<file path="config.mk">
export PLATFORM = sky130hd
export DESIGN_NAME = radix_string_converter
export DESIGN_NICKNAME = d
export VERILOG_FILES = /design/src/sv/rsc_pkg.sv /design/src/sv/rsc_divider.sv /design/src/sv/rsc_digit_buf.sv /design/src/sv/radix_string_converter.sv
export SDC_FILE = /design/constraint.sdc
export NUM_CORES = 1
export LEC_CHECK = 0
export ABC_CLOCK_PERIOD_IN_PS = 13350
export BUFFER_PORTS_ARGS = -buffer_cell sky130_fd_sc_hd__buf_2
export CORE_MARGIN = 1
export CORE_UTILIZATION = 55
export DETAILED_ROUTE_END_ITERATION = 12
export PLACE_DENSITY_LB_ADDON = 0.12
export SYNTH_ARGS = -nofsm -noshare
export SYNTH_HDL_FRONTEND = slang
export SYNTH_SLANG_ARGS = --single-unit
</file>
<file path="constraint.sdc">
create_clock -name aclk -period 13.35 [get_ports aclk]
set_input_delay 2.67 -clock aclk [delete_from_list [all_inputs] [get_ports aclk]]
set_output_delay 2.67 -clock aclk [all_outputs]
set_load 0.01 [all_outputs]
</file>
<file path="src/sv/rsc_pkg.sv">
`timescale 1ns / 1ps

package rsc_pkg;

    // Width of the running value and depth of the digit buffer.
    localparam int VALUE_BITS = 32;
    localparam int MAX_DIGITS = 32;

    // Derived widths.
    localparam int DIG_W   = 6;
    localparam int ADDR_W  = $clog2(MAX_DIGITS);
    localparam int CNT_W   = $clog2(MAX_DIGITS + 1);
    localparam int STEP_W  = $clog2(VALUE_BITS);
    localparam int BASE_W  = 6;
    localparam int CHAR_W  = 8;
    localparam int CFG_IDX_W = 2;

    // Character constants.
    localparam logic [CHAR_W-1:0] CHAR_ZERO  = 8'h30;
    localparam logic [CHAR_W-1:0] CHAR_NINE  = 8'h39;
    localparam logic [CHAR_W-1:0] CHAR_LOW_A = 8'h61;
    localparam logic [CHAR_W-1:0] CHAR_LOW_Z = 8'h7A;
    localparam logic [CHAR_W-1:0] CHAR_UP_A  = 8'h41;
    localparam logic [CHAR_W-1:0] DIGIT_TEN  = 8'd10;

    // Reset radix and the smallest usable output radix.
    localparam logic [BASE_W-1:0] BASE_RESET = 6'd10;
    localparam logic [BASE_W-1:0] BASE_MIN   = 6'd2;

    // Configuration register indexes.
    localparam logic [CFG_IDX_W-1:0] CFG_IN_BASE  = 2'd0;
    localparam logic [CFG_IDX_W-1:0] CFG_OUT_BASE = 2'd1;

    typedef struct packed {
        logic [CHAR_W-1:0] digit_char;
        logic              char_last;
    } in_word_t;

    typedef struct packed {
        logic [CHAR_W-1:0] out_char;
        logic              out_last;
    } out_word_t;

    // Divider status toward the sequencer.
    typedef struct packed {
        logic busy;
        logic done;
    } div_status_t;

    typedef enum logic [2:0] {
        ST_ACCUM,
        ST_START,
        ST_DIV,
        ST_READ,
        ST_OUT
    } state_t;

endpackage

</file>
<file path="src/sv/rsc_divider.sv">
`timescale 1ns / 1ps

module rsc_divider import rsc_pkg::*; (
    input  logic                  aclk,
    input  logic                  aresetn,
    input  logic                  start,
    input  logic [VALUE_BITS-1:0] dividend,
    input  logic [DIG_W-1:0]      divisor,
    output logic [VALUE_BITS-1:0] quotient,
    output logic [DIG_W-1:0]      remainder,
    output div_status_t           status
);

    logic [VALUE_BITS-1:0] q_reg;
    logic [DIG_W-1:0]      rem_reg;
    logic [STEP_W-1:0]     step_reg;
    logic                  busy_reg;
    logic                  done_reg;
    logic [DIG_W:0]        trial;
    logic                  fits;

    // One quotient bit per cycle: shift in the next dividend bit and try a subtract.
    assign trial = {rem_reg, q_reg[VALUE_BITS-1]};
    assign fits  = trial >= {1'b0, divisor};

    always_ff @(posedge aclk) begin
        if (!aresetn) begin
            busy_reg <= 1'b0;
            done_reg <= 1'b0;
            step_reg <= '0;
        end else begin
            done_reg <= 1'b0;
            if (start) begin
                busy_reg <= 1'b1;
                step_reg <= '0;
            end else if (busy_reg) begin
                step_reg <= step_reg + 1'b1;
                if (step_reg == STEP_W'(VALUE_BITS - 1)) begin
                    busy_reg <= 1'b0;
                    done_reg <= 1'b1;
                end
            end
        end
    end

    // Datapath registers carry no reset.
    always_ff @(posedge aclk) begin
        if (start) begin
            q_reg   <= dividend;
            rem_reg <= '0;
        end else if (busy_reg) begin
            if (fits) begin
                rem_reg <= DIG_W'(trial - {1'b0, divisor});
                q_reg   <= {q_reg[VALUE_BITS-2:0], 1'b1};
            end else begin
                rem_reg <= trial[DIG_W-1:0];
                q_reg   <= {q_reg[VALUE_BITS-2:0], 1'b0};
            end
        end
    end

    assign quotient    = q_reg;
    assign remainder   = rem_reg;
    assign status.busy = busy_reg;
    assign status.done = done_reg;

endmodule

</file>
<file path="src/sv/rsc_digit_buf.sv">
`timescale 1ns / 1ps

module rsc_digit_buf import rsc_pkg::*; (
    input  logic              aclk,
    input  logic              wr_en,
    input  logic [ADDR_W-1:0] wr_addr,
    input  logic [DIG_W-1:0]  wr_data,
    input  logic              rd_en,
    input  logic [ADDR_W-1:0] rd_addr,
    output logic [DIG_W-1:0]  rd_data
);

    logic [DIG_W-1:0] mem [MAX_DIGITS];
    logic [DIG_W-1:0] rd_data_reg;

    // Remainders are written least significant first.
    always_ff @(posedge aclk) begin
        if (wr_en) begin
            mem[wr_addr] <= wr_data;
        end
    end

    // Registered read; the data holds until the next read.
    always_ff @(posedge aclk) begin
        if (rd_en) begin
            rd_data_reg <= mem[rd_addr];
        end
    end

    assign rd_data = rd_data_reg;

endmodule

</file>
<file path="src/sv/radix_string_converter.sv">
`timescale 1ns / 1ps

// Radix string converter.
// The input channel (s_valid, s_ready, s_data) takes one ASCII digit
// character per word, most significant first, with char_last on the final
// one. The value is built as value * in_base + digit, wrapping at 32 bits.
// On the final character the value is converted to out_base and the digits
// leave on the result channel (m_valid, m_ready, m_data) most significant
// first as uppercase ASCII, with out_last on the final digit.
// Ordinary characters are taken one per cycle. After the final character,
// each output digit costs one divider pass (one quotient bit per cycle in
// the serial divider), then each digit is read from the digit buffer in
// ST_READ and shown in ST_OUT while the receiver takes it. A stalled
// receiver holds the current digit on m_data and the block takes no new
// character until the whole number has been delivered.
// The configuration channel (cfg_valid, cfg_ready, cfg_index, cfg_data)
// writes in_base (index 0) and out_base (index 1); write it only when idle.
// Reset sets both radixes to ten and clears the running value; the digit
// buffer needs no clearing.
module radix_string_converter import rsc_pkg::*; (
    input  logic                 aclk,
    input  logic                 aresetn,
    input  logic                 s_valid,
    output logic                 s_ready,
    input  in_word_t             s_data,
    output logic                 m_valid,
    input  logic                 m_ready,
    output out_word_t            m_data,
    input  logic                 cfg_valid,
    output logic                 cfg_ready,
    input  logic [CFG_IDX_W-1:0] cfg_index,
    input  logic [BASE_W-1:0]    cfg_data
);

    state_t                state_reg, state_next;
    logic [VALUE_BITS-1:0] acc_reg, acc_next;
    logic [CNT_W-1:0]      cnt_reg, cnt_next;
    logic [ADDR_W-1:0]     rd_idx_reg, rd_idx_next;
    logic [BASE_W-1:0]     in_base_reg;
    logic [BASE_W-1:0]     out_base_reg;

    logic [BASE_W-1:0]     out_radix;
    logic [VALUE_BITS-1:0] worth;
    logic [VALUE_BITS-1:0] acc_step;
    logic [CNT_W-1:0]      cnt_inc;

    logic                  div_start;
    logic [VALUE_BITS-1:0] div_quot;
    logic [DIG_W-1:0]      div_rem;
    div_status_t           div_st;

    logic                  buf_wr;
    logic                  buf_rd;
    logic [DIG_W-1:0]      buf_data;
    logic [CHAR_W-1:0]     dig_char;

    // Configuration registers.
    assign cfg_ready = 1'b1;

    always_ff @(posedge aclk) begin
        if (!aresetn) begin
            in_base_reg  <= BASE_RESET;
            out_base_reg <= BASE_RESET;
        end else if (cfg_valid && cfg_ready) begin
            if (cfg_index == CFG_IN_BASE) begin
                in_base_reg <= cfg_data;
            end else if (cfg_index == CFG_OUT_BASE) begin
                out_base_reg <= cfg_data;
            end
        end
    end

    // Radix below two is treated as two.
    assign out_radix = (out_base_reg < BASE_MIN) ? BASE_MIN : out_base_reg;

    // Character value; anything that is not a digit or lowercase letter
    // uses the uppercase formula and may wrap.
    always_comb begin
        if (s_data.digit_char >= CHAR_ZERO && s_data.digit_char <= CHAR_NINE) begin
            worth = VALUE_BITS'(s_data.digit_char) - VALUE_BITS'(CHAR_ZERO);
        end else if (s_data.digit_char >= CHAR_LOW_A && s_data.digit_char <= CHAR_LOW_Z) begin
            worth = VALUE_BITS'(s_data.digit_char) - VALUE_BITS'(CHAR_LOW_A)
                    + VALUE_BITS'(DIGIT_TEN);
        end else begin
            worth = VALUE_BITS'(s_data.digit_char) - VALUE_BITS'(CHAR_UP_A)
                    + VALUE_BITS'(DIGIT_TEN);
        end
    end

    assign acc_step = VALUE_BITS'(acc_reg * VALUE_BITS'(in_base_reg)) + worth;
    assign cnt_inc  = cnt_reg + 1'b1;

    rsc_divider u_div (
        .aclk      (aclk),
        .aresetn   (aresetn),
        .start     (div_start),
        .dividend  (acc_reg),
        .divisor   (out_radix),
        .quotient  (div_quot),
        .remainder (div_rem),
        .status    (div_st)
    );

    rsc_digit_buf u_buf (
        .aclk    (aclk),
        .wr_en   (buf_wr),
        .wr_addr (cnt_reg[ADDR_W-1:0]),
        .wr_data (div_rem),
        .rd_en   (buf_rd),
        .rd_addr (rd_idx_reg),
        .rd_data (buf_data)
    );

    // Digit to ASCII: 0-9, then 'A' onward.
    assign dig_char = (CHAR_W'(buf_data) < DIGIT_TEN)
                    ? CHAR_W'(buf_data) + CHAR_ZERO
                    : CHAR_W'(buf_data) - DIGIT_TEN + CHAR_UP_A;

    assign m_data.out_char = dig_char;
    assign m_data.out_last = (rd_idx_reg == '0);

    // Control registers.
    always_ff @(posedge aclk) begin
        if (!aresetn) begin
            state_reg  <= ST_ACCUM;
            acc_reg    <= '0;
            cnt_reg    <= '0;
            rd_idx_reg <= '0;
        end else begin
            state_reg  <= state_next;
            acc_reg    <= acc_next;
            cnt_reg    <= cnt_next;
            rd_idx_reg <= rd_idx_next;
        end
    end

    // Sequencer: accumulate, divide per digit, then read digits back in reverse.
    always_comb begin
        state_next  = state_reg;
        acc_next    = acc_reg;
        cnt_next    = cnt_reg;
        rd_idx_next = rd_idx_reg;
        s_ready     = 1'b0;
        m_valid     = 1'b0;
        div_start   = 1'b0;
        buf_wr      = 1'b0;
        buf_rd      = 1'b0;
        case (state_reg)
            ST_ACCUM: begin
                s_ready = 1'b1;
                if (s_valid) begin
                    acc_next = acc_step;
                    if (s_data.char_last) begin
                        cnt_next   = '0;
                        state_next = ST_START;
                    end
                end
            end
            ST_START: begin
                div_start  = 1'b1;
                state_next = ST_DIV;
            end
            ST_DIV: begin
                if (div_st.done) begin
                    buf_wr = 1'b1;
                    if (div_quot != '0 && cnt_inc < CNT_W'(MAX_DIGITS)) begin
                        acc_next   = div_quot;
                        cnt_next   = cnt_inc;
                        state_next = ST_START;
                    end else begin
                        acc_next    = '0;
                        rd_idx_next = cnt_reg[ADDR_W-1:0];
                        state_next  = ST_READ;
                    end
                end
            end
            ST_READ: begin
                buf_rd     = 1'b1;
                state_next = ST_OUT;
            end
            ST_OUT: begin
                m_valid = 1'b1;
                if (m_ready) begin
                    if (rd_idx_reg == '0) begin
                        state_next = ST_ACCUM;
                    end else begin
                        rd_idx_next = rd_idx_reg - 1'b1;
                        state_next  = ST_READ;
                    end
                end
            end
            default: begin
                state_next = ST_ACCUM;
            end
        endcase
    end

endmodule

</file>
==> results.sh, run 1 <==
export IMPL_rr_worst_depth=16
export IMPL_rsz0062_at_grt="no"
export IMPL_finalCriticalPeriod_ps=7822
export IMPL_drive_gt1_share_pct=10.46
export IMPL_status="finished, violations left"
export IMPL_die_w_um=188.7
export IMPL_total_power_mw=3.919
export IMPL_worstMarginPinSlew_ps=1229
export IMPL_syn_area_sq_mm=0.01917
export IMPL_drv_cap=0
export IMPL_hpwlAfterDp_um=30340
export IMPL_required_ps=13770
export IMPL_io_pin_count=34
export IMPL_period_share_pct=58.59
export IMPL_min_path_cells=2
export IMPL_yosysTopAreaCell="edfxtp_1"
export IMPL_syn2layout_area_growth_pct=7.793
export IMPL_async_flop_share_pct=0
export IMPL_vias=12675
export IMPL_avgSynthCellArea_sq_um=11.13
export IMPL_wirelength_um=42150
export IMPL_cp_slowest_stage_delay_ps=760
export IMPL_clockRootBuffer="clkbuf_16"
export IMPL_setup_viol=0
export IMPL_cts_buffers=30
export IMPL_post_cts_buffers=0
export IMPL_initial_core_util_pct=55.63
export IMPL_cp_max_fo=23
export IMPL_yosysMostFrequentCell="nand2_1"
export IMPL_htreeDepth=1
export IMPL_max_slew_margin_pct=17.94
export IMPL_hp_class="register to register"
export IMPL_synth_top_area_share_pct=36.03
export IMPL_drv_slew=0
export IMPL_worst_r2r_endpoint="acc_reg[22]"
export IMPL_grt_pass1_wl_um=69050
export IMPL_antenna_found_initial=0
export IMPL_max_freq_mhz=127.9
export IMPL_hold_violations=0
export IMPL_grt_pass1_vias=12836
export IMPL_start_kind="input port"
export IMPL_path_cells="buf_2 -> inv_1 -> ha_1 -> nand4_1 -> a211oi_1 -> mux2i_1 -> xnor2_1 -> a31oi_4 -> buf_4 -> fa_1 -> ha_1 -> a21o_1 -> a21o_1 -> a21o_1 -> a221oi_1 -> a21oi_1 -> or4_1 -> a32oi_1 -> a21oi_1"
export IMPL_yosysUniqueCellTypes=74
export IMPL_synthCells=1722
export IMPL_critPathBufInv=3
export IMPL_track_usage_pct=24.44
export IMPL_crit_arrival_ps=8240
export IMPL_cts_hold_buffers=0
export IMPL_drtIter0Drc=793
export IMPL_holdPathEnd="in_base_reg[2]"
export IMPL_drt_vias_per_instance=5.801
export IMPL_p_per_area_mw_per_mm2=189.6
export IMPL_drt_drc_violations_left=1
export IMPL_io_buffers=32
export IMPL_violations="DRC"
export IMPL_power_leakage_nw=8.103
export IMPL_slowest_stage="a221oi_1"
export IMPL_synth_area_top_cells="edfxtp_1 36%, fa_1 14%, dfxtp_1 7.4%"
export IMPL_cts_tree="built"
export IMPL_path_class="input port to register"
export IMPL_coreArea_sq_mm=0.03446
export IMPL_cpMostUsedCell="a21o_1"
export IMPL_ys_seq_area_share_pct=43.44
export IMPL_overflow=0
export IMPL_tns_ps=0
export IMPL_hp_start="in_base_reg[2]"
export IMPL_ant_nets=0
export IMPL_cts_resized_gates=0
export IMPL_grt_max_degree=53
export IMPL_die_area_sq_mm=0.03560
export IMPL_endpoint_kind="register"
export IMPL_clk_pin_slew_ps=60
export IMPL_antenna_cells=0
export IMPL_syn_num_nets=1947
export IMPL_largest_register_ffs=192
export IMPL_fin_worst_skew_ps=30.55
export IMPL_gp_congestion=0.8850
export IMPL_yosys_warnings=0
export IMPL_r2r_slack_ps=7610
export IMPL_die_h_um=188.7
export IMPL_insertion_delay_ps=570
export IMPL_first_pass_iters=9
export IMPL_crit_family="compound AO/OA/AOI/OAI gates"
export IMPL_regToRegStartpoint="in_base_reg[2]"
export IMPL_synth_edf_count=230
export IMPL_cts_sinks=301
export IMPL_ys_flop_type="edfxtp_1"
export IMPL_clock_path_buffers=3
export IMPL_rows=68
export IMPL_vdd_drop_max_mv=0.1099
export IMPL_synth_commonest_cells="320 x nand2_1, 230 x edfxtp_1, 152 x inv_1"
export IMPL_ys_ff_latch=301
export IMPL_wire_per_inst_um=19.29
export IMPL_nets=1931
area by class of cell:
type	count	area, sq um
Fill cell	2842	13790
Multi-Input combinational cell	1167	9864
Sequential cell	301	8333
Clock buffer	45	837.1
Inverter	153	574.3
Tap cell	455	569.3
Timing Repair Buffer	53	317.8
Clock inverter	11	167.7
metal layers:
layer  global-route usage (%)  part of all wire [%]
met1                    33.15                    43
met2                    43.18                    51
met3                    2.272                   4.1
met4                    4.435                   1.3
met5                        0                     0
worst register-to-register path: stages (launching register included):
cell	delay, ps
dfxtp_1	320
buf_4	350
nand2_1	170
fa_1	550
inv_1	50
fa_1	460
fa_1	570
fa_1	430
ha_1	400
a21o_1	210
a21o_1	170
a21o_1	210
a221oi_1	760
a21oi_1	240
or4_1	440
a32oi_1	200
a21oi_1	80
cell usage in the layout (no fill, tap or decap), drive strengths merged, types with 9 or more instances in the layout:
| cell type | instances |
|---|---|
| nand2b | 13 |
| xnor2 | 38 |
| and2 | 22 |
| fa | 138 |
| nor2 | 122 |
| a211oi | 13 |
| a21o | 15 |
| mux2i | 20 |
| a31oi | 11 |
| dfxtp | 71 |
| nand4 | 10 |
| buf | 53 |
| nor3 | 30 |
| xor2 | 18 |
| o211ai | 9 |
| clkbuf | 45 |
| ha | 65 |
| inv | 154 |
| nand2 | 320 |
| nand3 | 15 |
| a21oi | 58 |
| edfxtp | 230 |
| nor4 | 11 |
| mux4 | 60 |
| a221oi | 26 |
| o21ai | 51 |
through the flow:
stage / setup WS (ps) / cells / area [sq um] / hold slack [ps] / util, %
after global placement: 5221 / 2129 / 19660 / 478.7 / 57.05
after detailed placement: 4994 / 2129 / 19660 / 485.7 / 57.05
after floorplan: 4705 / 1722 / 19170 / 456.7 / -
after CTS: 5553 / 2185 / 20660 / 501.0 / 59.97
final: 5528 / 2185 / 20660 / 493.0 / 59.97
after global routing: 5217 / 2185 / 20660 / 527.4 / 59.97
how the worst max path moves through the flow:
stage	startpoint	end	slack [ps]	cells after the start
floorplan	s_data[4]	acc_reg[22]	4710	18
global placement	s_data[3]	acc_reg[22]	5220	18
detailed placement	s_data[5]	acc_reg[22]	4990	19
CTS	s_data[5]	acc_reg[22]	5550	19
global route	s_data[3]	acc_reg[31]	5220	18
finish	s_data[5]	acc_reg[22]	5530	19
cells by family (layout without fill, tap and decap cells):
kind of cell               Yosys count  in the layout  share of synthesized area, %
other                                1              1                       0.01956
xor gates and xnor gates            57             57                         2.676
and+or+nand+nor                    590            590                         13.48
muxes                               88             88                         8.563
DFF                                301            301                         43.44
buffers and inverters              254            262                         5.215
AOI/OAI and AO/OA                  228            228                         7.950
adders and majority gates          203            203                         18.65
report_power, final:
group	switching (mW)	leakage, nW	internal, mW
Clock	0.353	0.482	0.495
Sequential	0.143	2.69	1.16
Combinational	1.04	4.93	0.725
Total	1.54	8.10	2.38
(Power assumes the default switching activity.)
==> run 2, diff against run 1 <==
--- a/config.mk
+++ b/config.mk
@@ -5,7 +5,7 @@
 export SDC_FILE = /design/constraint.sdc
 export NUM_CORES = 1
 export LEC_CHECK = 0
-export ABC_CLOCK_PERIOD_IN_PS = 13350
+export ABC_CLOCK_PERIOD_IN_PS = 6400
 export BUFFER_PORTS_ARGS = -buffer_cell sky130_fd_sc_hd__buf_2
 export CORE_MARGIN = 1
 export CORE_UTILIZATION = 55
==> constraint.sdc (replaced) <==
create_clock -name aclk -period 6.4 [get_ports aclk]
set_input_delay 1.28 -clock aclk [delete_from_list [all_inputs] [get_ports aclk]]
set_output_delay 1.28 -clock aclk [all_outputs]
set_load 0.01 [all_outputs]
==> run 2 against run 1 <==
Against the previous run: the flow still finishes with violations (DRC); die area is the same; clock-buffer cell count down 4; non-clock buffer count is 10 higher; first-iteration DRC count increased by 39%; power up 110%; worst hold slack lost 8.8 ps; routed wire length up 1.2%; final cell count is 0.46% higher; register-to-register slack got worse by 7000 ps; clock skew shrank 1.5 ps; worst setup slack worse by 5000 ps; critical path type unchanged; highest routed layer unchanged.
==> results.sh, run 2 (synthesis results as in run 1) <==
export IMPL_status="finished, violations left"
export IMPL_violations="DRC"
export IMPL_nets=1941
export IMPL_ant_nets=0
export IMPL_worst_r2r_endpoint="acc_reg[23]"
export IMPL_clockRootBuffer="clkbuf_16"
export IMPL_layout_commonest_cell="nand2_1"
export IMPL_start_kind="input port"
export IMPL_overflow=0
export IMPL_fin_hold_ws_ps=484.2
export IMPL_drive_gt1_share_pct=11.55
export IMPL_grt_pass1_wl_um=71060
export IMPL_required_ps=6850
export IMPL_rsz0062_at_grt="no"
export IMPL_htreeDepth=1
export IMPL_cp_startpoint="s_data[5]"
export IMPL_slowest_stage="xnor2_1"
export IMPL_cp_max_fo=15
export IMPL_drt_vias_per_instance=5.861
export IMPL_cts_tree="built"
export IMPL_cts_sinks=301
export IMPL_hp_class="register to register"
export IMPL_setup_viol=0
export IMPL_vias=12864
export IMPL_die_h_um=188.7
export IMPL_crit_family="compound AO/OA/AOI/OAI gates"
export IMPL_post_cts_buffers=0
export IMPL_rr_worst_depth=16
export IMPL_syn2layout_area_growth_pct=8.381
export IMPL_cts_resized_gates=0
export IMPL_power_leakage_nw=8.163
export IMPL_antenna_cells=0
export IMPL_io_buffers=32
export IMPL_p_per_area_mw_per_mm2=397.1
export IMPL_max_slew_margin_pct=24.54
export IMPL_grt_max_degree=53
export IMPL_max_freq_mhz=169.7
export IMPL_coreArea_sq_mm=0.03446
export IMPL_drv_cap=0
export IMPL_fin_worst_skew_ps=29.09
export IMPL_dr_wl_met3_um=1749
export IMPL_min_path_cells=2
export IMPL_period_share_pct=92.07
export IMPL_cts_buffers=30
export IMPL_gp_congestion=0.8961
export IMPL_top_layer_used="met4"
export IMPL_die_w_um=188.7
export IMPL_wl_met2_um=21340
export IMPL_path_class="input port to register"
export IMPL_clk_pin_slew_ps=60
export IMPL_die_area_sq_mm=0.03560
export IMPL_final_area_sq_mm=0.02078
export IMPL_layout_common_cells="320 x nand2_1, 230 x edfxtp_1, 152 x inv_1, 138 x fa_1, 121 x nor2_1"
export IMPL_drt_met1_wl_um=18970
export IMPL_critPathBufInv=3
export IMPL_cts_hold_buffers=0
export IMPL_regToRegStartpoint="in_base_reg[5]"
export IMPL_worstMarginPinSlew_ps=1129
export IMPL_drv_slew=0
export IMPL_path_depth=19
export IMPL_wire_per_inst_um=19.43
export IMPL_drtIter0Drc=1103
export IMPL_hpwlAfterDp_um=31210
export IMPL_first_pass_iters=9
export IMPL_crit_arrival_ps=6340
export IMPL_rows=68
export IMPL_grt_pass1_vias=13149
export IMPL_drt_drc_violations_left=1
export IMPL_wirelength_um=42640
export IMPL_track_usage_pct=25.18
export IMPL_place_area_sq_mm=0.01978
export IMPL_initial_core_util_pct=55.63
export IMPL_total_power_mw=8.250
export IMPL_clock_path_buffers=3
export IMPL_vdd_drop_max_mv=0.2412
export IMPL_io_pin_count=34
export IMPL_insertion_delay_ps=580
export IMPL_antenna_found_initial=0
export IMPL_r2r_slack_ps=630
export IMPL_largest_register_ffs=192
export IMPL_finalCriticalPeriod_ps=5893
export IMPL_endpoint="acc_reg[31]"
export IMPL_cp_slowest_stage_delay_ps=500
export IMPL_endpoint_kind="register"
export IMPL_fill_cells=2785
export IMPL_hold_violations=0
export IMPL_path_cells="buf_2 -> inv_1 -> ha_1 -> nand4_1 -> a211oi_1 -> mux2i_1 -> xnor2_1 -> a31oi_4 -> buf_12 -> fa_1 -> ha_1 -> nand4_1 -> o22ai_1 -> o41ai_1 -> o211ai_1 -> a2111oi_0 -> o21bai_1 -> xnor3_1 -> a22o_1"
==> run 2: per-layer routing <==
metal  vias up  global-route usage (%)
met1      6487                   35.53
met4         0                   4.001
met2       359                   43.47
met5         -                       0
met3        49                   2.012
li1       5969                       -
==> run 2: area by class of cell <==
| class | count | area (sq um) | share of cell area [%] |
|---|---|---|---|
| clock inverters | 15 | 131.4 | 0.6323 |
| multi-input cells | 1167 | 9901 | 47.65 |
| repair buffers | 63 | 405.4 | 1.951 |
| well taps | 455 | 569.3 | 2.740 |
| inverters | 153 | 574.3 | 2.764 |
| clock buffers | 41 | 862.1 | 4.149 |
| flip-flops and latches | 301 | 8333 | 40.11 |
==> run 2: worst min path at each step <==
| stage | startpoint | end |
|---|---|---|
| after global routing | in_base_reg[1] | in_base_reg[1] |
| final | in_base_reg[1] | in_base_reg[1] |
| after floorplan | out_base_reg[0] | out_base_reg[0] |
| after detailed placement | in_base_reg[1] | in_base_reg[1] |
| after global placement | in_base_reg[1] | in_base_reg[1] |
| after CTS | in_base_reg[1] | in_base_reg[1] |
==> run 2: worst reg2reg max path: stages, from the launching register on <==
cell	delay (ps)
dfxtp_1	850
buf_4	290
nand2_1	80
fa_1	550
inv_1	60
fa_1	500
fa_1	520
fa_1	500
ha_1	370
a21oi_1	200
o211ai_1	240
a31oi_1	340
o221ai_1	230
a221oi_1	350
nor3_1	110
xnor2_1	340
a211oi_1	130
==> run 2: where the power goes <==
part           internal [mW]  total [mW]  leakage [nW]  switching [mW]
logic                   1.56        3.80          4.99            2.25
registers               2.42        2.71          2.69           0.288
clock network          0.986        1.74         0.479           0.749
==> run 2: per-stage QoR <==
stage | setup TNS, ps | setup WS, ps | instances | util, %
6_report | 0 | 507.4 | 2195 | 60.29
5_1_grt | 0 | 94.60 | 2195 | 60.29
4_1_cts | 0 | 549.4 | 2195 | 60.29
3_5_place_dp | -6.546 | -6.546 | 2139 | 57.41
3_3_place_gp | 0 | 207.3 | 2139 | 57.41
2_1_floorplan | -164.5 | -54.78 | 1722 | -
==> run 3, diff against run 2 <==
--- a/config.mk
+++ b/config.mk
@@ -9,8 +9,9 @@
 export BUFFER_PORTS_ARGS = -buffer_cell sky130_fd_sc_hd__buf_2
 export CORE_MARGIN = 1
 export CORE_UTILIZATION = 55
+export CTS_CLUSTER_DIAMETER = 200
 export DETAILED_ROUTE_END_ITERATION = 12
-export PLACE_DENSITY_LB_ADDON = 0.12
+export PLACE_DENSITY = 0.74
 export SYNTH_ARGS = -nofsm -noshare
 export SYNTH_HDL_FRONTEND = slang
 export SYNTH_SLANG_ARGS = --single-unit
==> run 3 against run 2 <==
Against the previous run: global-route usage decreased by 0.24 points; non-clock buffer count decreased by 6; critical path depth decreased by 4; critical endpoint unchanged; first-iteration DRC count increased by 12%; clock skew increased by 3.8 ps; worst setup slack improved by 41 ps; the flow still finishes with violations (DRC); power decreased by 1.1%.
==> results.sh, run 3 (synthesis results as in run 1) <==
export IMPL_drive_gt1_share_pct=10.57
export IMPL_track_usage_pct=24.94
export IMPL_post_cts_buffers=0
export IMPL_path_cells="nand2_1 -> fa_1 -> inv_1 -> fa_1 -> fa_1 -> fa_1 -> ha_1 -> nand4_1 -> o22ai_1 -> o41ai_1 -> o211ai_1 -> a2111oi_0 -> o21bai_1 -> xnor3_1 -> a22o_1"
export IMPL_p_per_area_mw_per_mm2=394.9
export IMPL_insertion_delay_ps=550
export IMPL_antenna_cells=0
export IMPL_hp_class="register to register"
export IMPL_worstMarginPinSlew_ps=1373
export IMPL_max_slew_margin_pct=8.458
export IMPL_violations="DRC"
export IMPL_rows=68
export IMPL_total_power_mw=8.156
export IMPL_gp_congestion=0.9056
export IMPL_period_share_pct=91.44
export IMPL_wire_per_inst_um=19.52
export IMPL_status="finished, violations left"
export IMPL_vdd_drop_max_mv=0.2666
export IMPL_power_leakage_nw=8.096
export IMPL_first_pass_iters=9
export IMPL_die_area_sq_mm=0.03560
export IMPL_hold_violations=0
export IMPL_layout_commonest_cell="nand2_1"
export IMPL_ant_nets=0
export IMPL_dr_wl_met3_um=2293
export IMPL_cts_sinks=301
export IMPL_io_pin_count=34
export IMPL_htreeDepth=1
export IMPL_io_buffers=32
export IMPL_top_layer_used="met4"
export IMPL_wirelength_um=42680
export IMPL_drv_cap=0
export IMPL_grt_pass1_vias=13375
export IMPL_overflow=0
export IMPL_clk_pin_slew_ps=60
export IMPL_drtIter0Drc=1238
export IMPL_slowest_stage="dfxtp_1"
export IMPL_finish_utilization_pct=59.94
export IMPL_crit_arrival_ps=6270
export IMPL_path_class="register to register"
export IMPL_initial_core_util_pct=55.63
export IMPL_grt_pass1_wl_um=71130
export IMPL_coreArea_sq_mm=0.03446
export IMPL_cpMostUsedCell="fa_1"
export IMPL_drt_vias_per_instance=5.919
export IMPL_hpwlAfterDp_um=30200
export IMPL_cp_slowest_stage_delay_ps=1110
export IMPL_tns_ps=0
export IMPL_grt_max_degree=53
export IMPL_start_kind="register"
export IMPL_clock_path_buffers=3
export IMPL_required_ps=6820
export IMPL_cp_max_fo=24
export IMPL_fin_worst_skew_ps=32.88
export IMPL_vias=12938
export IMPL_layout_common_cells="320 x nand2_1, 230 x edfxtp_1, 152 x inv_1, 138 x fa_1, 121 x nor2_1"
export IMPL_syn2layout_area_growth_pct=7.747
export IMPL_rsz0062_at_grt="no"
export IMPL_drv_slew=0
export IMPL_clockRootBuffer="clkbuf_16"
export IMPL_drt_met1_wl_um=18090
export IMPL_finalCriticalPeriod_ps=5852
export IMPL_endpoint_kind="register"
export IMPL_cts_tree="built"
export IMPL_max_freq_mhz=170.9
export IMPL_place_area_sq_mm=0.01974
export IMPL_wl_met2_um=21410
export IMPL_antenna_found_initial=0
export IMPL_final_area_sq_mm=0.02065
export IMPL_fill_cells=2696
export IMPL_drt_drc_violations_left=1
export IMPL_cts_buffers=29
export IMPL_nets=1934
export IMPL_setup_viol=0
export IMPL_largest_register_ffs=192
export IMPL_die_w_um=188.7
export IMPL_die_h_um=188.7
[run 3: changes by cell type in the layout (fill, tap and decap cells not counted), sizes merged]
| cell | before | now |
|---|---|---|
| buf | 63 | 57 |
| clkbuf | 41 | 38 |
| clkinvlp | 4 | 1 |
| bufinv | 1 | 3 |
| inv | 152 | 153 |
[run 3: path summary, 6_finish.rpt]
kind                         from         endpoint  slack, ps  cells after the start
hold reg to reg   out_base_reg[0]  out_base_reg[0]        500                      2
hold / removal    out_base_reg[0]  out_base_reg[0]        500                      2
setup reg to reg   in_base_reg[0]      acc_reg[31]        550                     15
setup / recovery   in_base_reg[0]      acc_reg[31]        550                     15
[run 3: area by class of cell]
type / count / area, sq um / area share, %
Clock inverter: 15 / 150.1 / 0.7269
Inverter: 153 / 574.3 / 2.780
Multi-Input combinational cell: 1167 / 9908 / 47.97
Clock buffer: 38 / 759.5 / 3.677
Timing Repair Buffer: 57 / 360.3 / 1.745
Sequential cell: 301 / 8333 / 40.34
Tap cell: 455 / 569.3 / 2.756
[run 3: routing by layer]
layer | GRT usage, % | vias up
met2 | 42.79 | 414
met4 | 6.172 | 0
met3 | 2.235 | 61
li1 | - | 5950
met5 | 0 | -
met1 | 34.32 | 6513
[run 3: report_power, final]
part	internal (mW)	leakage (nW)	switching, mW
combinational	1.57	4.97	2.18
clock	0.953	0.436	0.700
sequential	2.43	2.69	0.332
total	4.95	8.10	3.21
[run 3: critical path, delay by kind of cell (launching register included)]
family	cells	cell delay, ps
xor+xnor	1	190
compound gates	6	1590
simple gates	2	370
fa+ha+maj	5	2380
buf+inv	1	60
flops	1	1110
[run 3: per-stage QoR]
stage | hold slack [ps] | setup slack [ps] | instances
finish | 500.5 | 547.9 | 2186
global route | 540.9 | 127.1 | 2186
CTS | 509.5 | 505.7 | 2186
detailed placement | 494.3 | -45.38 | 2133
global placement | 475.1 | 137.3 | 2133
floorplan | 456.7 | -54.78 | 1722
[run 3: timing repair]
item                       in CTS  in global routing
hold buffers                    0                  0
gates resized for setup         0                  1
setup endpoints to repair       0                  1
